===== config.mk =====
export PLATFORM = sky130hd
export DESIGN_NAME = tilt_gesture_classifier
export DESIGN_NICKNAME = d
export VERILOG_FILES = /design/src/design/tgc_pkg.sv /design/src/design/tgc_classify.sv /design/src/design/tgc_tracker.sv /design/src/design/tilt_gesture_classifier.sv
export SDC_FILE = /design/constraint.sdc
export NUM_CORES = 1
export LEC_CHECK = 0
export BUFFER_PORTS_ARGS = -buffer_cell sky130_fd_sc_hd__buf_2
export CAP_MARGIN = 0
export CORE_AREA = 2 2 105 107
export CTS_CLUSTER_SIZE = 30
export DETAILED_ROUTE_END_ITERATION = 6
export DIE_AREA = 0 0 107 109
export GPL_TIMING_DRIVEN = 0
export PLACE_DENSITY = 0.77
export SLEW_MARGIN = 20
export SYNTH_ARGS = -nofsm -noshare
export SYNTH_HDL_FRONTEND = slang
export SYNTH_HIERARCHICAL = 1
export SYNTH_SLANG_ARGS = --single-unit

===== constraint.sdc =====
create_clock -name clock -period 5.37 [get_ports clock]
set_clock_uncertainty 0.15 [all_clocks]
set_input_delay 0.8055 -clock clock [delete_from_list [all_inputs] [get_ports clock]]
set_output_delay 0.8055 -clock clock [all_outputs]
set_load 0.02 [all_outputs]

===== src/design/tgc_pkg.sv =====
package tgc_pkg;

   // Widths of the sample fields and the threshold registers.
   localparam int unsigned SAMPLE_W    = 16;
   localparam int unsigned THRESH_W    = 15;
   localparam int unsigned CSR_INDEX_W = 2;

   // Reset values of the threshold registers.
   localparam logic [THRESH_W-1:0] LATERAL_RESET  = 15'd4000;
   localparam logic [THRESH_W-1:0] VERTICAL_RESET = 15'd5000;

   // Register indexes on the configuration port.
   localparam logic [CSR_INDEX_W-1:0] REG_LATERAL  = 2'd0;
   localparam logic [CSR_INDEX_W-1:0] REG_VERTICAL = 2'd1;

   // Sample classes and latched gestures share one code space.
   typedef enum logic [2:0] {
      GST_UNKNOWN = 3'd0,
      GST_LEFT    = 3'd1,
      GST_RIGHT   = 3'd2,
      GST_UP      = 3'd3,
      GST_DOWN    = 3'd4,
      GST_FORWARD = 3'd5,
      GST_BACK    = 3'd6
   } gesture_type;

   // Latch state as seen after one sample has been processed.
   typedef struct packed {
      logic        valid;
      gesture_type gesture;
   } latch_type;

endpackage


===== src/design/tgc_classify.sv =====
module tgc_classify import tgc_pkg::*; (
   input  logic signed [SAMPLE_W-1:0] accel_x,
   input  logic signed [SAMPLE_W-1:0] accel_y,
   input  logic        [THRESH_W-1:0] lateral_threshold,
   input  logic        [THRESH_W-1:0] vertical_threshold,
   output gesture_type                sample_class
);

   // One extra bit holds both the sample and the negated threshold.
   logic signed [SAMPLE_W:0] x_ext;
   logic signed [SAMPLE_W:0] y_ext;
   logic signed [SAMPLE_W:0] lat_pos;
   logic signed [SAMPLE_W:0] lat_neg;
   logic signed [SAMPLE_W:0] vert_pos;
   logic signed [SAMPLE_W:0] vert_neg;

   assign x_ext    = {accel_x[SAMPLE_W-1], accel_x};
   assign y_ext    = {accel_y[SAMPLE_W-1], accel_y};
   assign lat_pos  = $signed({{(SAMPLE_W+1-THRESH_W){1'b0}}, lateral_threshold});
   assign vert_pos = $signed({{(SAMPLE_W+1-THRESH_W){1'b0}}, vertical_threshold});
   assign lat_neg  = -lat_pos;
   assign vert_neg = -vert_pos;

   // Y is tested before X; all comparisons are strict.
   always_comb begin
      priority if (y_ext > lat_pos) begin
         sample_class = GST_LEFT;
      end else if (y_ext < lat_neg) begin
         sample_class = GST_RIGHT;
      end else if (x_ext > vert_pos) begin
         sample_class = GST_UP;
      end else if (x_ext < vert_neg) begin
         sample_class = GST_DOWN;
      end else begin
         sample_class = GST_UNKNOWN;
      end
   end

endmodule


===== src/design/tgc_tracker.sv =====
module tgc_tracker import tgc_pkg::*; (
   input  logic        clock,
   input  logic        reset,
   input  logic        step,
   input  logic        consumed,
   input  gesture_type sample_class,
   output latch_type   latch_next
);

   // Only the two history entries older than the newest one are ever
   // compared, so the ring is kept as those two entries.
   gesture_type prev1_ff, prev1_in;
   gesture_type prev2_ff, prev2_in;
   latch_type   latch_ff;

   latch_type   latch_base;
   logic        repeat_tilt;

   // A consumed sample releases the latch before it is evaluated.
   always_comb begin
      if (consumed) begin
         latch_base.valid   = 1'b0;
         latch_base.gesture = GST_UNKNOWN;
      end else begin
         latch_base = latch_ff;
      end
   end

   assign repeat_tilt = (prev1_ff == sample_class) && (prev2_ff == sample_class)
                        && ((sample_class == GST_UP) || (sample_class == GST_DOWN));

   // Latch update and history shift for this sample.
   always_comb begin
      latch_next = latch_base;
      prev1_in   = sample_class;
      prev2_in   = prev1_ff;
      if (!latch_base.valid) begin
         if (repeat_tilt) begin
            latch_next.valid   = 1'b1;
            latch_next.gesture = (sample_class == GST_UP) ? GST_FORWARD : GST_BACK;
            // The two older entries of the run go back to unknown.
            prev2_in = GST_UNKNOWN;
         end else if (sample_class != GST_UNKNOWN) begin
            latch_next.valid   = 1'b1;
            latch_next.gesture = sample_class;
         end
      end
   end

   always_ff @(posedge clock) begin
      if (reset) begin
         prev1_ff <= GST_UNKNOWN;
         prev2_ff <= GST_UNKNOWN;
         latch_ff <= '{valid: 1'b0, gesture: GST_UNKNOWN};
      end else if (step) begin
         prev1_ff <= prev1_in;
         prev2_ff <= prev2_in;
         latch_ff <= latch_next;
      end
   end

endmodule


===== src/design/tilt_gesture_classifier.sv =====
// Tilt gesture classifier. Each accelerometer sample (X, Y) is classified as
// left, right, up, down or unknown against two programmable thresholds, and a
// gesture is latched until a later sample arrives with consumed set. Three up
// or three down samples in a row while nothing is latched latch forward or
// back. One sample is accepted every clock cycle unless the result side stalls;
// a sample passes an input register and then a result register before its
// result is offered, and a stalled result consumer holds back the input side.
// Threshold writes take effect immediately and are taken in any cycle; they
// are meant to be made while no sample is in flight.
module tilt_gesture_classifier import tgc_pkg::*; (
   input  logic                       clock,
   input  logic                       reset,
   // Sample channel
   input  logic                       req_valid,
   output logic                       req_ready,
   input  logic signed [SAMPLE_W-1:0] req_accel_x,
   input  logic signed [SAMPLE_W-1:0] req_accel_y,
   input  logic                       req_consumed,
   // Result channel
   output logic                       rsp_valid,
   input  logic                       rsp_ready,
   output logic                       rsp_gesture_valid,
   output logic        [2:0]          rsp_gesture,
   output logic        [2:0]          rsp_sample_class,
   // Configuration channel
   input  logic                       csr_valid,
   output logic                       csr_ready,
   input  logic     [CSR_INDEX_W-1:0] csr_index,
   input  logic        [THRESH_W-1:0] csr_wdata
);

   logic [THRESH_W-1:0] lateral_ff;
   logic [THRESH_W-1:0] vertical_ff;

   logic                       in_valid_ff;
   logic signed [SAMPLE_W-1:0] accel_x_ff;
   logic signed [SAMPLE_W-1:0] accel_y_ff;
   logic                       consumed_ff;

   logic        out_valid_ff;
   latch_type   out_latch_ff;
   gesture_type out_class_ff;

   logic        result_load;
   gesture_type sample_class;
   latch_type   latch_next;

   // Threshold registers; writes are always taken.
   assign csr_ready = 1'b1;

   always_ff @(posedge clock) begin
      if (reset) begin
         lateral_ff  <= LATERAL_RESET;
         vertical_ff <= VERTICAL_RESET;
      end else if (csr_valid) begin
         if (csr_index == REG_LATERAL) begin
            lateral_ff <= csr_wdata;
         end
         if (csr_index == REG_VERTICAL) begin
            vertical_ff <= csr_wdata;
         end
      end
   end

   // The result register loads when it is empty or its transfer completes.
   assign result_load = in_valid_ff && (!out_valid_ff || rsp_ready);
   assign req_ready   = !in_valid_ff || result_load;

   // Input register.
   always_ff @(posedge clock) begin
      if (reset) begin
         in_valid_ff <= 1'b0;
      end else if (req_ready) begin
         in_valid_ff <= req_valid;
      end
   end

   always_ff @(posedge clock) begin
      if (req_valid && req_ready) begin
         accel_x_ff  <= req_accel_x;
         accel_y_ff  <= req_accel_y;
         consumed_ff <= req_consumed;
      end
   end

   tgc_classify u_classify (
      .accel_x            (accel_x_ff),
      .accel_y            (accel_y_ff),
      .lateral_threshold  (lateral_ff),
      .vertical_threshold (vertical_ff),
      .sample_class       (sample_class)
   );

   tgc_tracker u_tracker (
      .clock        (clock),
      .reset        (reset),
      .step         (result_load),
      .consumed     (consumed_ff),
      .sample_class (sample_class),
      .latch_next   (latch_next)
   );

   // Result register.
   always_ff @(posedge clock) begin
      if (reset) begin
         out_valid_ff <= 1'b0;
      end else if (!out_valid_ff || rsp_ready) begin
         out_valid_ff <= in_valid_ff;
      end
   end

   always_ff @(posedge clock) begin
      if (result_load) begin
         out_latch_ff <= latch_next;
         out_class_ff <= sample_class;
      end
   end

   assign rsp_valid         = out_valid_ff;
   assign rsp_gesture_valid = out_latch_ff.valid;
   assign rsp_gesture       = out_latch_ff.gesture;
   assign rsp_sample_class  = out_class_ff;

endmodule


# After elaboration in Yosys (flattened, before gate mapping)
# Cells that the tools add are included.
# Widths: inputs -> output; s select.
# totals
ff_bits,82
in_bits,55
out_inout_bits,10
elab_cells,49
# op_classes
n_addsub,2
order_cmp,4
n_eq_ne,5
n_mux,11
reduce_logical,13
# ops
operator,count
$lt 16x17->1,2
$neg 15->17,2
$gt 16x16->1,2
$mux 3,6
$mux 4,4
$eq 3x3->1,2
$logic_and 1x1->1,4
$reduce_and 2->1,2
$eq 3x2->1 const B,1
$eq 3x3->1 const B,1
$logic_or 1x1->1,3
$reduce_bool 3->1,1
$eq 2x1->1 const B,1
$logic_not 1->1,2
$logic_not 2->1,1
$mux 2,1

# Logic depth before layout (Yosys ltp)
# depth
ltp_word,11
depth_mapped,18
ltp_nobuf,17

# Modules after synthesis
# The synthesis kept the hierarchy.
# by_module_without_submodules
mod,n_inst,cells_each,area_each_um2,seq_area_each_um2
tilt_gesture_classifier,1,174,2531.2,1841.8
tgc_classify,1,263,1996.9,0.0
tgc_tracker,1,71,578.1,200.2

# Least setup slack after synthesis
# OpenSTA, ideal clock, no wires.
# synth_path
path_type,register to register
startpoint,register lateral_ff[4]
endpoint,"register out_latch_ff (netlist bit rsp_gesture[2]), data pin"
setup_ns,0.265
arrival_ns,4.196
required_ns,4.955
path_slack_ns,0.759
path_stages_with_launch,17
n_path_buf,0
synth_period_minus_slack_ns,4.611
path_cell_list,dfxtp_1 -> nor4_2 -> nand2_1 -> or3_4 -> nor4_4 -> xnor2_1 -> ha_1 -> nand4_1 -> nor3_2 -> o311ai_1 -> and3_1 -> a221oi_2 -> nor3b_1 -> and3b_1 -> a32oi_2 -> nor3_2 -> or3_1
# synth_lines
item,line,text
start: declaration,tilt_gesture_classifier.sv:32,logic [THRESH_W-1:0] lateral_ff;
start signal: assignment,tilt_gesture_classifier.sv:57,lateral_ff <= csr_wdata;
end signal: assignment,tilt_gesture_classifier.sv:114,out_latch_ff <= latch_next;
end: declaration,tilt_gesture_classifier.sv:41,latch_type out_latch_ff;

==> results.cfg <==
[finish]
fin_util_pct = 55.0
drive_above_1_share_pct = 16.8
finalInstanceArea_um2 = 5830
antenna_cells = 0
nets = 702
syn2layout_area_growth_pct = 14.1

[timing]
hold_viol_final = 0
finalCriticalPeriod_ns = 5.07
setup_slack_ns = 0.302
holdWs_ns = 0.326
setup_viol = 0
post-route-period-util_pct = 94.4
rsz0062_at_grt = false
max_slew_margin_pct = 57.9
worst_pin_slew_ns = 0.628
fmax_ghz = 0.197
slew_viol_final = 0

[floorplan]
core_um2 = 10600
rows = 38
dieWidth_um = 107
die_h_um = 109
die_area_um2 = 11700
start_util_pct = 48.2
pin_count = 65

[setup_path]
criticalPathCategory = flop to flop
cp_data_arrival_time_ns = 5.04
start_kind = flop
crit_fanout = 9
cp.required_ns = 5.35
critPathCaptureType = flop

[run]
cap_viol_max_count = 0

[synthesis]
yosysWarnings = 6
synth_edf_count = 40
synth_area_leaders = edfxtp_1 24%, dfxtp_1 16%, ha_1 16%, mux2i_1 6.5%, nand2b_1 4.3%
syn_avg_cell_area_um2 = 10.1
syn-cell-area_um2 = 5110
synth_top_area_share_pct = 23.5
ys.flop_type = dfxtp_1
postSynthCellCount = 508
seq_area_frac_synth_pct = 40.0
synth.distinct_cells = 62
synth_seq_cells = 82
yosysTopAreaCell = edfxtp_1
async_flop_share_pct = 0
synth_fp_nets = 627

[global_routing]
grt_pass1_wl_um = 18400
grtUsageTotal_pct = 20.1
grt_pass1_vias = 4051
overflow = 0
antenna_found_initial = 0
grt_max_degree = 20

[power]
combPwrFrac_pct = 16.9
total_power_w = 0.00140
pwr-share-seq_pct = 51.1
p_per_area_nw_per_um2 = 240
clock_power_share_pct = 32.0
switching_power_w = 0.000391
power.internal_w = 0.00101
sw_frac_of_total_pct = 28.0
leakage_nw = 2.51
ir_drop_v = 0.000164

[cts]
clk_latency_ns = 0.37
clkSinkCount = 82
cts_tree = yes
cts_setup_buffers = 0
cts_made_buffers = 9
htreeDepth = 3
clk_pin_slew_ns = 0.09
cts_buffer_depth = 2
root_buffer = clkbuf_8

[placement]
place_area_um2 = 5630
hpwl_um = 8900
gp_congestion = 0.913
portBuffers = 63
post-place-ws_ns = -0.00113

[detailed_routing]
wl_per_cell_um = 15.5
route.detailed.drc = 0
viasPerCell = 5.55
routed_wl_um = 11300
dr.pass1.iters = 7
final_antenna_net_count = 0
vias = 4037
drt-initial-drc-count = 172

[outcome]
outcome = completed

[min_path]
hold_path_class = flop to flop
==> layer usage <==
layer,share of wire (%),track usage [%]
met1,42,23.2
met2,51,36.9
met3,4.7,4.30
met4,2.0,7.24
met5,0,0
==> power groups by stage <==
stage / clock network [W] / registers, W / logic [W]
after floorplan: 0 / 0.000727 / 0.000154
after global placement: 0 / 0.000728 / 0.000215
after detailed placement: 0 / 0.000729 / 0.000233
after CTS: 0.000456 / 0.000715 / 0.000235
after global routing: 0.000485 / 0.000720 / 0.000264
final: 0.000448 / 0.000715 / 0.000236
==> metrics by stage <==
step,setup TNS (ns),instances
after detailed placement,-0.00113,712
after global routing,0,728
after global placement,0,711
after floorplan,0,508
after CTS,0,728
final,0,728
==> registers in the layout, indices dropped and copies added (netlist names), 3 cells and up <==
| register | flops |
|---|---|
| vertical_ff | 15 |
| accel_x_ff | 16 |
| u_tracker/prev1_ff | 3 |
| u_tracker/prev2_ff | 3 |
| u_tracker/latch_ff | 4 |
| accel_y_ff | 16 |
| rsp_gesture | 3 |
| rsp_sample_class | 3 |
| lateral_ff | 15 |
==> synth_stat cells (all sizes together), types with 3 or more instances <==
cell and instances:
a21o 8, a21oi 29, and3 3, and4 4, buf 5, clkbuf 7, dfxtp 42, edfxtp 40
ha 64, inv 43, mux2i 33, nand2 21, nand2b 35, nand3 10, nand4 10, nor2 45
nor2b 7, nor3 12, nor3b 4, nor4 7, nor4b 3, o21a 4, o21ai 5, o311ai 4
or3 4, xnor2 22
==> repair_timing <==
action / CTS / global route
gates resized for setup: 1 / 0
setup endpoints to repair: 1 / 0
hold buffers: 0 / 0
==> final timing paths <==
kind                 startpoint              to  slack, ns  cells past startpoint
setup / recovery  lateral_ff[4]  rsp_gesture[2]       0.30                     16
hold / removal      in_valid_ff       rsp_valid       0.33                      2
setup reg to reg  lateral_ff[4]  rsp_gesture[2]       0.30                     16
hold reg to reg     in_valid_ff       rsp_valid       0.33                      2
==> critical path: stages (launching register included) <==
cell and delay [ns]:
dfxtp_1 0.36, nor4_2 0.32, nand2_1 0.19, or3_4 0.43, nor4_4 0.14, xnor2_1 0.09
ha_1 0.30, nand4_1 0.16, nor3_2 0.24, o311ai_1 0.16, and3_1 0.23, a221oi_2 0.25
nor3b_2 0.58, and3b_1 0.29, a32oi_2 0.41, nor3_2 0.11, or3_1 0.38
==> layout make-up <==
cell class                      instances  area (um^2)
Buffer                                 12         56.3
Clock buffer                           12          166
Clock inverter                          4         30.0
Fill cell                             914         4780
Inverter                               43          161
Multi-Input combinational cell        371         2850
Sequential cell                        82         2040
Tap cell                              140          175
Timing Repair Buffer                   64          343
==> layout by cell type, fill, tap and decap left out, types with 4 or more instances in the layout <==
cell type,netlist,final
a21o_1,8,8
a21oi_1,29,29
and4_1,4,4
buf_2,3,66
clkbuf_1,7,8
clkbuf_8,0,10
dfxtp_1,42,42
edfxtp_1,40,40
ha_1,64,64
inv_1,43,43
mux2i_1,33,33
nand2_1,21,21
nand2b_1,35,35
nand3_1,10,10
nand4_1,10,10
nor2_1,45,45
nor2b_1,7,7
nor3_1,10,10
nor4_1,5,5
o21a_1,4,4
o21ai_0,5,5
xnor2_1,22,22
==> kinds of logic after synthesis <==
logic type / after synthesis / share of synthesized area, %
xor gates and xnor gates: 24 / 4.12
other: 1 / 0.0734
muxes: 33 / 6.47
DFF: 82 / 40.0
and+or+nand+nor: 175 / 19.3
buffers and inverters: 55 / 4.26
AOI/OAI and AO/OA: 74 / 10.1
adders and majority gates: 64 / 15.7
No activity file was read; power rests on OpenSTA's default activity.
